[config.mk]
export PLATFORM = sky130hd
export DESIGN_NAME = line_substring_filter_top
export DESIGN_NICKNAME = d
export VERILOG_FILES = /design/src/hw/rtl/lsf_pkg.sv /design/src/hw/rtl/lsf_front.sv /design/src/hw/rtl/lsf_job_q.sv /design/src/hw/rtl/lsf_back.sv /design/src/hw/rtl/line_substring_filter_top.sv
export SDC_FILE = /design/constraint.sdc
export NUM_CORES = 2
export LEC_CHECK = 0
export BUFFER_PORTS_ARGS = -buffer_cell sky130_fd_sc_hd__buf_2
export CORE_ASPECT_RATIO = 1.75
export CORE_MARGIN = 2
export CORE_UTILIZATION = 57
export DETAILED_ROUTE_END_ITERATION = 8
export GPL_ROUTABILITY_DRIVEN = 1
export PLACE_DENSITY = 0.8
export SETUP_SLACK_MARGIN = 0.5
export SYNTH_ARGS = -nofsm -noshare
export SYNTH_HDL_FRONTEND = slang
export SYNTH_SLANG_ARGS = --single-unit
[constraint.sdc]
create_clock -name clock -period 6.3 [get_ports clock]
set_input_delay 0.63 -clock clock [delete_from_list [all_inputs] [get_ports clock]]
set_output_delay 0.63 -clock clock [all_outputs]
set_load 0.01 [all_outputs]
[src/hw/rtl/lsf_pkg.sv]
package lsf_pkg;

   localparam int LINE_STORE_DEF  = 64;
   localparam int PATTERN_MAX_DEF = 8;

   localparam int CSR_DATA_W = 64;
   localparam int PLEN_W     = 4;
   localparam int OQ_DEPTH   = 4;
   localparam int OQ_PTR_W   = 2;
   localparam int OQ_CNT_W   = 3;

   localparam logic [7:0] NEWLINE_BYTE = 8'h0A;
   localparam logic [7:0] ZERO_BYTE    = 8'h00;

   typedef enum logic {
      CSR_PATTERN_BYTES  = 1'b0,
      CSR_PATTERN_LENGTH = 1'b1
   } csr_idx_type;

   typedef enum logic {
      ACT_DATA = 1'b0,
      ACT_END  = 1'b1
   } action_type;

   typedef struct packed {
      logic       action;
      logic [7:0] data_byte;
   } req_type;

   typedef struct packed {
      logic [7:0] out_byte;
      logic       last;
   } rsp_type;

   typedef enum logic {
      BK_IDLE = 1'b0,
      BK_RUN  = 1'b1
   } bk_state_type;

endpackage

[src/hw/rtl/lsf_front.sv]
module lsf_front
   import lsf_pkg::*;
#(
   parameter int LINE_STORE  = LINE_STORE_DEF,
   parameter int PATTERN_MAX = PATTERN_MAX_DEF,
   localparam int LEN_W      = $clog2(LINE_STORE)
) (
   input  logic                  clock,
   input  logic                  reset,
   input  logic                  item_valid,
   input  req_type               item,
   input  logic [CSR_DATA_W-1:0] pattern_bytes,
   input  logic [PLEN_W-1:0]     pattern_length,
   output logic                  wr_en,
   output logic                  wr_bank,
   output logic [LEN_W-1:0]      wr_idx,
   output logic [7:0]            wr_byte,
   output logic                  job_push,
   output logic                  job_bank,
   output logic [LEN_W-1:0]      job_len
);

   localparam int WIN_W = 8 * PATTERN_MAX;
   localparam int CMP_W = (LEN_W + 1 > PLEN_W) ? LEN_W + 1 : PLEN_W;

   logic [LEN_W-1:0] len_ff, len_in;
   logic [WIN_W-1:0] window_ff, window_in;
   logic             found_ff, found_in;
   logic             zero_ff, zero_in;
   logic             bank_ff, bank_in;

   logic [PLEN_W-1:0] clip_len;
   logic [PLEN_W-1:0] eff_len;
   logic              eff_hit;
   logic [LEN_W:0]    len_inc;
   logic              zero_new;
   logic [WIN_W-1:0]  window_new;
   logic [WIN_W-1:0]  tail;
   logic              tail_ok;
   logic              match_now;
   logic              found_new;
   logic              is_end;
   logic              is_nl;
   logic              is_data;
   logic              cut;
   logic              judge;
   logic              match_judge;

   // clip the length, then end the pattern at its first zero byte
   always_comb begin
      clip_len = (pattern_length > PLEN_W'(PATTERN_MAX)) ? PLEN_W'(PATTERN_MAX)
                                                         : pattern_length;
      eff_len  = clip_len;
      eff_hit  = 1'b0;
      for (int k = 0; k < PATTERN_MAX; k++) begin
         if (!eff_hit && (PLEN_W'(k) < clip_len) &&
             (pattern_bytes[8*k +: 8] == ZERO_BYTE)) begin
            eff_len = PLEN_W'(k);
            eff_hit = 1'b1;
         end
      end
   end

   always_comb begin
      is_end     = (item.action == ACT_END);
      is_nl      = !is_end && (item.data_byte == NEWLINE_BYTE);
      is_data    = !is_end && !is_nl;
      len_inc    = {1'b0, len_ff} + (LEN_W+1)'(1);
      zero_new   = zero_ff || (item.data_byte == ZERO_BYTE);
      window_new = {item.data_byte, window_ff[WIN_W-1:8]};
      // newest eff_len bytes sit at the top; bring them down to byte 0
      tail       = window_new >> (8 * (PATTERN_MAX - int'(eff_len)));
      tail_ok    = 1'b1;
      for (int k = 0; k < PATTERN_MAX; k++) begin
         if ((PLEN_W'(k) < eff_len) && (tail[8*k +: 8] != pattern_bytes[8*k +: 8])) begin
            tail_ok = 1'b0;
         end
      end
      match_now  = (eff_len != '0) && (CMP_W'(len_inc) >= CMP_W'(eff_len)) && tail_ok;
      found_new  = found_ff || (!zero_new && match_now);
      cut        = (len_inc >= (LEN_W+1)'(LINE_STORE - 1));
      judge      = item_valid && (is_end ? (len_ff != '0) : (is_nl || cut));
      match_judge = (is_data ? found_new : found_ff) || (eff_len == '0);
   end

   always_comb begin
      wr_en    = item_valid && is_data;
      wr_bank  = bank_ff;
      wr_idx   = len_ff;
      wr_byte  = item.data_byte;
      job_push = judge && match_judge;
      job_bank = bank_ff;
      job_len  = is_data ? len_inc[LEN_W-1:0] : len_ff;
   end

   always_comb begin
      len_in    = len_ff;
      window_in = window_ff;
      found_in  = found_ff;
      zero_in   = zero_ff;
      bank_in   = bank_ff ^ job_push;
      if (judge) begin
         len_in    = '0;
         window_in = '0;
         found_in  = 1'b0;
         zero_in   = 1'b0;
      end else if (item_valid && is_data) begin
         len_in  = len_inc[LEN_W-1:0];
         zero_in = zero_new;
         if (!zero_new) begin
            window_in = window_new;
            found_in  = found_new;
         end
      end
   end

   always_ff @(posedge clock) begin
      if (reset) begin
         len_ff    <= '0;
         window_ff <= '0;
         found_ff  <= 1'b0;
         zero_ff   <= 1'b0;
         bank_ff   <= 1'b0;
      end else begin
         len_ff    <= len_in;
         window_ff <= window_in;
         found_ff  <= found_in;
         zero_ff   <= zero_in;
         bank_ff   <= bank_in;
      end
   end

endmodule

[src/hw/rtl/lsf_job_q.sv]
module lsf_job_q
   import lsf_pkg::*;
#(
   parameter int WIDTH = 8
) (
   input  logic             clock,
   input  logic             reset,
   input  logic             push,
   input  logic [WIDTH-1:0] push_data,
   input  logic             pop,
   output logic [WIDTH-1:0] head,
   output logic             valid,
   output logic             full
);

   logic [WIDTH-1:0] slot_ff [2];
   logic [WIDTH-1:0] slot_in [2];
   logic [1:0]       cnt_ff, cnt_in;
   logic             wr_ptr_ff, wr_ptr_in;
   logic             rd_ptr_ff, rd_ptr_in;

   assign head  = slot_ff[rd_ptr_ff];
   assign valid = (cnt_ff != 2'd0);
   assign full  = (cnt_ff == 2'd2);

   always_comb begin
      slot_in   = slot_ff;
      wr_ptr_in = wr_ptr_ff;
      rd_ptr_in = rd_ptr_ff;
      cnt_in    = cnt_ff;
      if (push) begin
         slot_in[wr_ptr_ff] = push_data;
         wr_ptr_in          = !wr_ptr_ff;
      end
      if (pop) begin
         rd_ptr_in = !rd_ptr_ff;
      end
      case ({push, pop})
         2'b10:   cnt_in = cnt_ff + 2'd1;
         2'b01:   cnt_in = cnt_ff - 2'd1;
         default: cnt_in = cnt_ff;
      endcase
   end

   always_ff @(posedge clock) begin
      slot_ff <= slot_in;
   end

   always_ff @(posedge clock) begin
      if (reset) begin
         cnt_ff    <= '0;
         wr_ptr_ff <= 1'b0;
         rd_ptr_ff <= 1'b0;
      end else begin
         cnt_ff    <= cnt_in;
         wr_ptr_ff <= wr_ptr_in;
         rd_ptr_ff <= rd_ptr_in;
      end
   end

endmodule

[src/hw/rtl/lsf_back.sv]
module lsf_back
   import lsf_pkg::*;
#(
   parameter int LINE_STORE = LINE_STORE_DEF,
   localparam int LEN_W     = $clog2(LINE_STORE)
) (
   input  logic             clock,
   input  logic             reset,
   input  logic             wr_en,
   input  logic             wr_bank,
   input  logic [LEN_W-1:0] wr_idx,
   input  logic [7:0]       wr_byte,
   input  logic             job_valid,
   input  logic             job_bank,
   input  logic [LEN_W-1:0] job_len,
   output logic             job_pop,
   output rsp_type          rsp_item,
   output logic             rsp_empty,
   input  logic             rsp_pop
);

   localparam int MEM_DEPTH = 2 * (1 << LEN_W);

   logic [7:0]       mem [MEM_DEPTH];
   logic [7:0]       rd_data_ff;

   bk_state_type     state_ff, state_in;
   logic [LEN_W-1:0] idx_ff, idx_in;
   logic             fly_ff, fly_in;
   logic             fly_nl_ff, fly_nl_in;

   rsp_type             oq_ff [OQ_DEPTH];
   logic [OQ_PTR_W-1:0] oq_wr_ff, oq_wr_in;
   logic [OQ_PTR_W-1:0] oq_rd_ff, oq_rd_in;
   logic [OQ_CNT_W-1:0] oq_cnt_ff, oq_cnt_in;

   logic issue_ok;
   logic rd_issue;
   logic nl_issue;
   logic oq_push;
   logic oq_pop;
   rsp_type oq_word;

   // leave room for the word in flight so the queue never overflows
   assign issue_ok = ((oq_cnt_ff + OQ_CNT_W'(fly_ff)) < OQ_CNT_W'(OQ_DEPTH));

   always_comb begin
      state_in = state_ff;
      unique case (state_ff)
         BK_IDLE: if (job_valid) state_in = BK_RUN;
         BK_RUN:  if (issue_ok && (idx_ff == job_len)) state_in = BK_IDLE;
         default: state_in = BK_IDLE;
      endcase
   end

   always_comb begin
      rd_issue = 1'b0;
      nl_issue = 1'b0;
      unique case (state_ff)
         BK_IDLE: begin
            rd_issue = 1'b0;
            nl_issue = 1'b0;
         end
         BK_RUN: begin
            rd_issue = issue_ok && (idx_ff != job_len);
            nl_issue = issue_ok && (idx_ff == job_len);
         end
         default: begin
            rd_issue = 1'b0;
            nl_issue = 1'b0;
         end
      endcase
   end

   assign job_pop = nl_issue;

   always_comb begin
      idx_in    = (state_ff == BK_IDLE) ? '0 : (idx_ff + LEN_W'(rd_issue));
      fly_in    = rd_issue || nl_issue;
      fly_nl_in = nl_issue;
   end

   always_ff @(posedge clock) begin
      if (wr_en) begin
         mem[{wr_bank, wr_idx}] <= wr_byte;
      end
      if (rd_issue) begin
         rd_data_ff <= mem[{job_bank, idx_ff}];
      end
   end

   always_comb begin
      oq_word.out_byte = fly_nl_ff ? NEWLINE_BYTE : rd_data_ff;
      oq_word.last     = fly_nl_ff;
      oq_push          = fly_ff;
      oq_pop           = rsp_pop && (oq_cnt_ff != '0);
      oq_wr_in         = oq_wr_ff + OQ_PTR_W'(oq_push);
      oq_rd_in         = oq_rd_ff + OQ_PTR_W'(oq_pop);
      oq_cnt_in        = oq_cnt_ff + OQ_CNT_W'(oq_push) - OQ_CNT_W'(oq_pop);
   end

   always_ff @(posedge clock) begin
      if (oq_push) begin
         oq_ff[oq_wr_ff] <= oq_word;
      end
   end

   assign rsp_item  = oq_ff[oq_rd_ff];
   assign rsp_empty = (oq_cnt_ff == '0);

   always_ff @(posedge clock) begin
      if (reset) begin
         state_ff  <= BK_IDLE;
         idx_ff    <= '0;
         fly_ff    <= 1'b0;
         fly_nl_ff <= 1'b0;
         oq_wr_ff  <= '0;
         oq_rd_ff  <= '0;
         oq_cnt_ff <= '0;
      end else begin
         state_ff  <= state_in;
         idx_ff    <= idx_in;
         fly_ff    <= fly_in;
         fly_nl_ff <= fly_nl_in;
         oq_wr_ff  <= oq_wr_in;
         oq_rd_ff  <= oq_rd_in;
         oq_cnt_ff <= oq_cnt_in;
      end
   end

endmodule

[src/hw/rtl/line_substring_filter_top.sv]
// Fixed-string line filter.
// Input queue: present a word on req_item and raise req_push; the word is
// taken on a clock edge with req_push high and req_full low. A word is a
// data byte (action 0) or an end-of-input mark (action 1).
// Result queue: while rsp_empty is low, rsp_item holds the oldest byte of a
// matching line; raise rsp_pop to take it. last marks the closing newline.
// Config: write pattern_bytes (index 0) or pattern_length (index 1) with
// csr_valid; csr_ready is always high. Write only while the block is idle.
// Front end: takes one input word per cycle while req_full is low, writes
// line bytes into one of two line banks and tracks the pattern over a
// sliding byte window. At a newline, end of input or a full line it judges
// the line and, on a match, queues a job for the back end. Back end:
// replays a queued line one byte per cycle while the four-word result
// queue has room, then a closing newline. A line's first byte passes the
// job queue, back-end read register and result queue. req_full rises while
// two matched lines wait in the job queue; it clears once the back end has
// sent the older one. A stalled receiver fills the result queue, which
// stops the back end, which backs up the job queue and raises req_full.
// Reset clears all control state; the line banks need no clearing.
module line_substring_filter_top
   import lsf_pkg::*;
#(
   parameter int LINE_STORE  = LINE_STORE_DEF,
   parameter int PATTERN_MAX = PATTERN_MAX_DEF
) (
   input  logic                  clock,
   input  logic                  reset,
   input  logic                  req_push,
   input  req_type               req_item,
   output logic                  req_full,
   output rsp_type               rsp_item,
   output logic                  rsp_empty,
   input  logic                  rsp_pop,
   input  logic                  csr_valid,
   output logic                  csr_ready,
   input  csr_idx_type           csr_index,
   input  logic [CSR_DATA_W-1:0] csr_data
);

   localparam int LEN_W = $clog2(LINE_STORE);
   localparam int JOB_W = LEN_W + 1;

   logic [CSR_DATA_W-1:0] pattern_ff, pattern_in;
   logic [PLEN_W-1:0]     plen_ff, plen_in;

   logic             item_valid;
   logic             wr_en;
   logic             wr_bank;
   logic [LEN_W-1:0] wr_idx;
   logic [7:0]       wr_byte;
   logic             job_push;
   logic             job_bank_new;
   logic [LEN_W-1:0] job_len_new;
   logic [JOB_W-1:0] job_head;
   logic             job_valid;
   logic             job_pop;
   logic             job_full;

   assign csr_ready = 1'b1;

   // hold the config registers unless written
   always_comb begin
      pattern_in = pattern_ff;
      plen_in    = plen_ff;
      if (csr_valid) begin
         unique case (csr_index)
            CSR_PATTERN_BYTES:  pattern_in = csr_data;
            CSR_PATTERN_LENGTH: plen_in    = csr_data[PLEN_W-1:0];
            default:            pattern_in = pattern_ff;
         endcase
      end
   end

   always_ff @(posedge clock) begin
      if (reset) begin
         pattern_ff <= '0;
         plen_ff    <= '0;
      end else begin
         pattern_ff <= pattern_in;
         plen_ff    <= plen_in;
      end
   end

   // stall intake whenever both line banks hold work for the back end
   assign req_full   = job_full;
   assign item_valid = req_push && !req_full;

   lsf_front #(
      .LINE_STORE  (LINE_STORE),
      .PATTERN_MAX (PATTERN_MAX)
   ) u_front (
      .clock          (clock),
      .reset          (reset),
      .item_valid     (item_valid),
      .item           (req_item),
      .pattern_bytes  (pattern_ff),
      .pattern_length (plen_ff),
      .wr_en          (wr_en),
      .wr_bank        (wr_bank),
      .wr_idx         (wr_idx),
      .wr_byte        (wr_byte),
      .job_push       (job_push),
      .job_bank       (job_bank_new),
      .job_len        (job_len_new)
   );

   lsf_job_q #(
      .WIDTH (JOB_W)
   ) u_job_q (
      .clock     (clock),
      .reset     (reset),
      .push      (job_push),
      .push_data ({job_bank_new, job_len_new}),
      .pop       (job_pop),
      .head      (job_head),
      .valid     (job_valid),
      .full      (job_full)
   );

   lsf_back #(
      .LINE_STORE (LINE_STORE)
   ) u_back (
      .clock     (clock),
      .reset     (reset),
      .wr_en     (wr_en),
      .wr_bank   (wr_bank),
      .wr_idx    (wr_idx),
      .wr_byte   (wr_byte),
      .job_valid (job_valid),
      .job_bank  (job_head[LEN_W]),
      .job_len   (job_head[LEN_W-1:0]),
      .job_pop   (job_pop),
      .rsp_item  (rsp_item),
      .rsp_empty (rsp_empty),
      .rsp_pop   (rsp_pop)
   );

endmodule

# Word level (Yosys, flattened, before mapping)

Memory sizes are Yosys's and may differ from the RTL's. A register that Yosys moved wholly into a read port is not among the register bits.
Index checks and enable logic that the tools add are counted.

Bits in registers: 175
Latch bits: 0
Bits in writable memories: 1060
Bits in read-only memories: 0
Bits of input ports: 79
Output and inout port bits: 12
Word-level logic and storage cells: 194
Memories: 2

Add/sub/neg operators: 9
Multipliers: 0
Divide/modulo/power cells: 0
Order comparisons: 23
Equal/unequal tests: 14
Shift-type cells: 1
Multiplexer cells: 45
Bitwise logic cells: 6
Reductions and logical operators: 75

Memory list:

| memory       | words | width | rd ports | clocked after Yosys merged registers in | wr ports | line           | source |
|---|---|---|---|---|---|---|---|
| u_back.mem   | 128   | 8     | 1        | 1                                       | 1        | lsf_back.sv:24 | `logic [7:0] mem [MEM_DEPTH];` |
| u_back.oq_ff | 4     | 9     | 1        | 1                                       | 1        | lsf_back.sv:32 | `rsp_type oq_ff [OQ_DEPTH];` |

Operators with widths:

| operator              | count |
|---|---|
| $logic_not A8 Y1      | 9 |
| $ne A8 B8 Y1          | 8 |
| $shr A64 B32 Y64      | 1 |
| $logic_and A1 B1 Y1   | 36 |
| $mux W4               | 9 |
| $lt A3 B4 Y1 const A  | 8 |
| $mux W7               | 4 |
| $mux W1               | 23 |
| $lt A1 B4 Y1 const A  | 4 |
| $lt A2 B4 Y1 const A  | 4 |
| $bwmux W14            | 1 |
| $logic_not A1 Y1      | 13 |
| $eq A8 B4 Y1 const B  | 1 |
| $mux W8               | 1 |
| $add A6 B1 Y7 const B | 1 |
| $demux W7 S1          | 1 |
| $ge A7 B4 Y1          | 1 |
| $ge A7 B6 Y1 const B  | 1 |
| $add A6 B1 Y6         | 1 |
| $eq A6 B6 Y1          | 1 |
| $mux W6               | 1 |
| $ne A6 B6 Y1          | 1 |
| $pmux W1 S2           | 3 |
| $reduce_and A2 Y1     | 3 |
| 25 further kinds      | 37 |

# Logic depth before layout (Yosys ltp)

Depth in word-level cells: 53
Gate-level depth with buffers: 27
Mapped depth without buffers: 23

# Hierarchy

Synthesis repeated with hierarchy kept, for this count alone.

Cell total of the unflattened synthesis: 3526
Area, all modules: 53057.1 um^2

Modules (own cells, without submodules):

| module                    | times used | cells each | area an instance (um^2) | seq. area each (um^2) |
|---|---|---|---|---|
| lsf_back                  | 1          | 2283       | 42473.2                 | 32391.1 |
| lsf_front                 | 1          | 895        | 6510.0                  | 1301.2 |
| line_substring_filter_top | 1          | 306        | 3385.7                  | 1361.3 |
| lsf_job_q                 | 1          | 42         | 688.2                   | 500.5 |

# Least setup slack after synthesis

OpenSTA, ideal clock, no wires.

Path type: register to register
Start: reg pattern_ff[27]
End: reg u_job_q.slot_ff[0] (netlist name), enable pin
Library setup time: 0.383 ns
Data arrival time: 5.873 ns
Data required time: 5.917 ns
Path slack: 0.044 ns
Cell stages (with the launch flop): 21
Path buffers: 6
Clock period less this slack: 6.256 ns
Cells stage by stage: dfxtp_1 -> or4_4 -> or4_4 -> nand4_4 -> o311a_4 -> o21ai_4 -> buf_6 -> buf_4 -> buf_2 -> ha_1 -> buf_1 -> buf_1 -> clkbuf_1 -> mux4_2 -> a32oi_1 -> xnor2_1 -> nor4_1 -> a31oi_1 -> or2_2 -> or2_4 -> a211oi_1

Longest elaborated chain between the ends: 37
Elaborated cells on any way between the ends: 67
Those cells by class: add/sub: 1; order compare: 9; eq/ne: 8; shift: 1; mux: 18; reduce/logical: 30

RTL lines:

| item                             | line                            | source |
|---|---|---|
| start, declared                  | line_substring_filter_top.sv:43 | `logic [CSR_DATA_W-1:0] pattern_ff, pattern_in;` |
| start signal, assigned           | line_substring_filter_top.sv:79 | `pattern_ff <= pattern_in;` |
| $logic_not A8 Y1                 | lsf_front.sv:57                 | `(pattern_bytes[8*k +: 8] == ZERO_BYTE)) begin` |
| $logic_and A1 B1 Y1              | lsf_front.sv:56                 | `if (!eff_hit && (PLEN_W'(k) < clip_len) &&` |
| $mux W1                          | lsf_front.sv:56                 |  |
| $logic_not A1 Y1                 | lsf_front.sv:56                 |  |
| $logic_and A1 B1 Y1 (2 in a row) | lsf_front.sv:56                 |  |
| $mux W1                          | lsf_front.sv:56                 |  |
| $logic_not A1 Y1                 | lsf_front.sv:56                 |  |
| $logic_and A1 B1 Y1 (2 in a row) | lsf_front.sv:56                 |  |
| [12 not listed]                  | -                               |  |
| $logic_and A1 B1 Y1              | lsf_front.sv:75                 | `if ((PLEN_W'(k) < eff_len) && (tail[8*k +: 8] != pattern_bytes[8*k +: 8])) begin` |
| $mux W1 (8 in a row)             | lsf_front.sv:75                 |  |
| $logic_and A1 B1 Y1              | lsf_front.sv:79                 | `match_now = (eff_len != '0) && (CMP_W'(len_inc) >= CMP_W'(eff_len)) && tail_ok;` |
| $logic_and A1 B1 Y1              | lsf_front.sv:80                 | `found_new = found_ff \|\| (!zero_new && match_now);` |
| $logic_or A1 B1 Y1               | lsf_front.sv:80                 |  |
| $mux W1                          | lsf_front.sv:83                 | `match_judge = (is_data ? found_new : found_ff) \|\| (eff_len == '0);` |
| $logic_or A1 B1 Y1 *             | lsf_front.sv:83                 |  |
| $logic_and A1 B1 Y1 *            | lsf_front.sv:91                 | `job_push = judge && match_judge;` |
| end signal, assigned             | lsf_job_q.sv:46                 | `slot_ff <= slot_in;` |
| end, declared                    | lsf_job_q.sv:16                 | `logic [WIDTH-1:0] slot_ff [2];` |

Every way passes the cells marked *; elsewhere a longest branch is shown, timed or not.
A chain may end at the register's enable or synchronous reset.

# Worst setup path in the final report

Start: reg pattern_ff[30]
End: reg u_job_q.cnt_ff[1]

Longest elaborated chain between the ends: 39
Elaborated cells on any way between the ends: 71
Those cells by class: add/sub: 1; order compare: 9; eq/ne: 10; shift: 1; mux: 19; reduce/logical: 31

RTL lines:

| item                                                     | line            | source |
|---|---|---|
| $logic_not A8 Y1                                         | lsf_front.sv:57 |  |
| $logic_and A1 B1 Y1                                      | lsf_front.sv:56 |  |
| $mux W1                                                  | lsf_front.sv:56 |  |
| $logic_not A1 Y1                                         | lsf_front.sv:56 |  |
| $logic_and A1 B1 Y1 (2 in a row)                         | lsf_front.sv:56 |  |
| $mux W1                                                  | lsf_front.sv:56 |  |
| $logic_not A1 Y1                                         | lsf_front.sv:56 |  |
| $logic_and A1 B1 Y1 (2 in a row)                         | lsf_front.sv:56 |  |
| [21 not listed]                                          | -               |  |
| $logic_and A1 B1 Y1                                      | lsf_front.sv:79 |  |
| $logic_and A1 B1 Y1                                      | lsf_front.sv:80 |  |
| $logic_or A1 B1 Y1                                       | lsf_front.sv:80 |  |
| $mux W1                                                  | lsf_front.sv:83 |  |
| $logic_or A1 B1 Y1 *                                     | lsf_front.sv:83 |  |
| $logic_and A1 B1 Y1 *                                    | lsf_front.sv:91 |  |
| $eq A2 B1 Y1 / $eq A2 B2 Y1 (equally long branches)      | lsf_job_q.sv:38 | `case ({push, pop})` |
| $pmux W2 S2 / $reduce_bool A2 Y1 (equally long branches) | -               |  |
| end signal, assigned                                     | lsf_job_q.sv:55 | `cnt_ff <= cnt_in;` |
| end, declared                                            | lsf_job_q.sv:18 | `logic [1:0] cnt_ff, cnt_in;` |

Marks and branches as above.

==> results_dict.tcl <==
set metrics [dict create \
    yosysMostFrequentCell "edfxtp_1" \
    insertion_delay_ps 710 \
    drv_cap 0 \
    power.total_mw 17.22 \
    max_stage_delay_ps 570 \
    routed_wl_um 158000 \
    synth_edf_count 1082 \
    p_leak_nw 18.25 \
    htreeDepth 3 \
    fmax_mhz 171.3 \
    ys_seq_elements 1235 \
    cts-root-buf "clkbuf_16" \
    core-area_sq_um 89440 \
    mappedNetlistNets 3124 \
    dp_cells 4337 \
    drive_gt1_frac 0.2895 \
    finalHoldViolCount 0 \
    overflow 0 \
    critical_path_class "reg -> reg" \
    synth_common_cells "edfxtp_1, mux4_2, nand2_1" \
    layout.nets 3386 \
    yosys_warnings 0 \
    grt_pass1_wl_um 224700 \
    dpl-instance-area_sq_um 54600 \
    ant_nets 0 \
    synth_cells 3027 \
    slew_headroom 0.2536 \
    wl_per_cell_um 34.74 \
    fin_cells 4549 \
    power_density_nw_per_um2 293.5 \
    area_growth_pct 13.95 \
    rsz0062_at_grt "yes" \
    worst_slack_ps 462.9 \
    die_width_um 231.2 \
    cts_made_buffers 99 \
    yosys_most_used_dff "edfxtp_1" \
    crit_required_ps 6930 \
    fin_crit_ps 5837 \
    die_area_sq_um 92850 \
    setup_tns_ps 0 \
    worstMarginPinSlew_ps 1108 \
    pin_count 91 \
    vias 31070 \
    status "complete, no violations" \
    grt_usage 0.3434 \
    dieHeight_um 401.6 \
    yosysUniqueCellTypes 89 \
    fin_area_sq_um 58670 \
    synth_top_family_by_area "multiplexers" \
    crit_chain "or4_4 > or4_4 > nand4_4 > o311a_4 > o21ai_4 > buf_6 > ha_4 > buf_12 > buf_16 > mux2_2 > o211ai_1 > a21oi_1 > mux2_2 > a211oi_2 > nand4_1 > a2111o_1 > or2_4 > a21o_1 > ha_4 > xnor2_2 > or3_1 > a21oi_1" \
    firstDrtPassIters 6 \
    multi_input_area_sq_um 15600 \
    synthTopCellsByArea "edfxtp_1, mux4_2, dfxtp_1, nand2_1, a21oi_1" \
    place.gp.congestion 1.030 \
    finalSetupViolCount 0 \
    hp-class "in -> reg" \
    cts_sinks 1235 \
    worstPathArrival_ps 6470 \
    drt-initial-drc-count 3682 \
    fillers 5689 \
    start_util 0.5757 \
    yosysSeqAreaShare 0.6905 \
    antenna_found_initial 5 \
    via_per_inst 6.831 \
    hpwl_um 100200 \
    fin_util 0.6560 \
    synth-simple-area-share 0.06138 \
    synthMuxAreaShare 0.1730 \
    path_delay_family "simple AND/OR/NAND/NOR gates" \
    async_flop_share 0 \
    yosysTopAreaCellShare 0.6310 \
    post-route-drc-count 0 \
    fin_crit_sh 0.9265 \
    clk_pin_slew_ps 80 \
    cp.buffers_inverters 3 \
    synth.avg_cell_area_sq_um 17.01 \
    worstSetupEndpointType "flip-flop" \
    crit_slowest_cell "or4_4" \
    io_buffer_count 89 \
    syn_area_sq_um 51490 \
    worstSetupStartpointType "flip-flop" \
    cts_tree "built" \
    clock_path_buffers 3 \
    synth_fa_ha_area_frac 0.004374 \
    vdd_ir_drop_max_mv 0.2318 \
    grt_start_max_net_pins 116 \
    yosysTopAreaCell "edfxtp_1" \
    skew_ps 29.12 \
    synth_compound_area_frac 0.04469 \
    post-place-ws_ps 79.76 \
    row_count 145 \
    finalHoldWorstSlack_ps 155.4 \
    worst-path-max-fanout 12 \
    area.sequential_sq_um 35580 \
    cts_hold_buffers 0 \
    synth_xor_area_frac 0.008845 \
    grt_pass1_vias 31800 \
    final_max_slew_viol_count 0 \
]
==> cell usage in the layout (no fill, tap or decap), types with 9 or more instances in the layout <==
master,n
buf_4,240
nor2_1,185
clkinv_1,17
clkinv_2,20
mux2_2,16
ha_1,15
nor3_1,21
bufinv_16,10
o21ai_0,30
dfxtp_1,142
buf_2,81
nor4_1,10
nand4_1,13
o22ai_1,10
clkbuf_1,19
buf_6,9
a21oi_1,154
or3_1,12
inv_1,35
edfxtp_1,1082
xnor2_1,33
mux4_2,357
clkbuf_16,104
nand2_1,316
xor2_1,16
mux2i_1,56
nor2b_1,23
nand3_1,38
o211ai_1,19
==> repair_timing <==
item | CTS | global route
gates resized for setup | 32 | 89
setup endpoints to repair | 16 | 16
cloned | 0 | 5
buffers inserted | 6 | 16
pin swaps | 13 | 45
==> sequential cells by signal (all words and copies together), names as in the netlist <==
register / count
u_front.zero_ff: 1
u_back.idx_ff: 6
u_job_q.rd_ptr_ff: 1
u_job_q.slot_ff: 14
u_back.oq_ff: 36
pattern_ff: 64
u_front.found_ff: 1
plen_ff: 4
u_back.oq_cnt_ff: 3
u_back.fly_nl_ff: 1
u_front.wr_idx: 6
u_back.fly_ff: 1
u_job_q.wr_ptr_ff: 1
u_job_q.cnt_ff: 2
u_back.oq_wr_ff: 2
u_back.rd_data_ff: 8
u_back.oq_rd_ff: 2
u_front.job_bank: 1
u_back.mem: 1024
u_front.window_ff: 56
u_back.state_ff: 1
==> metal layers <==
layer	GRT usage	part of all wire	up-vias
met3	0.06470	0.082	559
li1	-	-	12560
met4	0.2592	0.096	4
met5	0	0.00016	-
met1	0.3717	0.31	15880
met2	0.5943	0.51	2079
==> worst register-to-register path, stage by stage, from the launching register on <==
cell      delay, ps
dfxtp_2         330
or4_4           570
or4_4           540
nand4_4         150
o311a_4         220
o21ai_4          70
buf_6           120
ha_4            330
buf_12          150
buf_16          150
mux2_2          340
o211ai_1        400
a21oi_1         130
mux2_2          290
a211oi_2        140
nand4_1         130
a2111o_1        450
or2_4           240
a21o_1          210
ha_4            170
xnor2_2         130
or3_1           370
a21oi_1         120
==> cell type report <==
type                       count  area share
multi-input combinational   1569      0.2658
clock buffer                 120     0.04391
inverter                      37    0.002410
timing repair buffer         347     0.04566
tap                         1176     0.02508
sequential                  1235      0.6064
clock inverter                63     0.01068
antenna                        2  0.00008530
==> where the power goes <==
group | internal, mW | switching [mW] | total, mW
logic | 0.764 | 1.17 | 1.93
clock network | 3.36 | 2.93 | 6.29
registers | 8.94 | 0.0610 | 9.00
total | 13.1 | 4.16 | 17.2
==> cell families (layout without fill, tap and decap cells) <==
family	after synthesis	after routing
buf+inv	223	567
mux	441	441
fa+ha+maj	18	18
compound gates	353	353
simple gates	704	704
flops	1235	1235
other cells	1	3
xor+xnor	52	52
==> path summary, 6_finish.rpt <==
kind	start	end	slack, ps	depth (start not counted)
worst max-delay path	pattern_ff[30]	u_job_q.cnt_ff[1]	460	22
worst min-delay path	csr_data[16]	pattern_ff[16]	160	3
worst max register to register	pattern_ff[30]	u_job_q.cnt_ff[1]	460	22
worst min register to register	u_front.window_ff[12]	u_front.window_ff[12]	450	2
(Power assumes the default switching activity.)
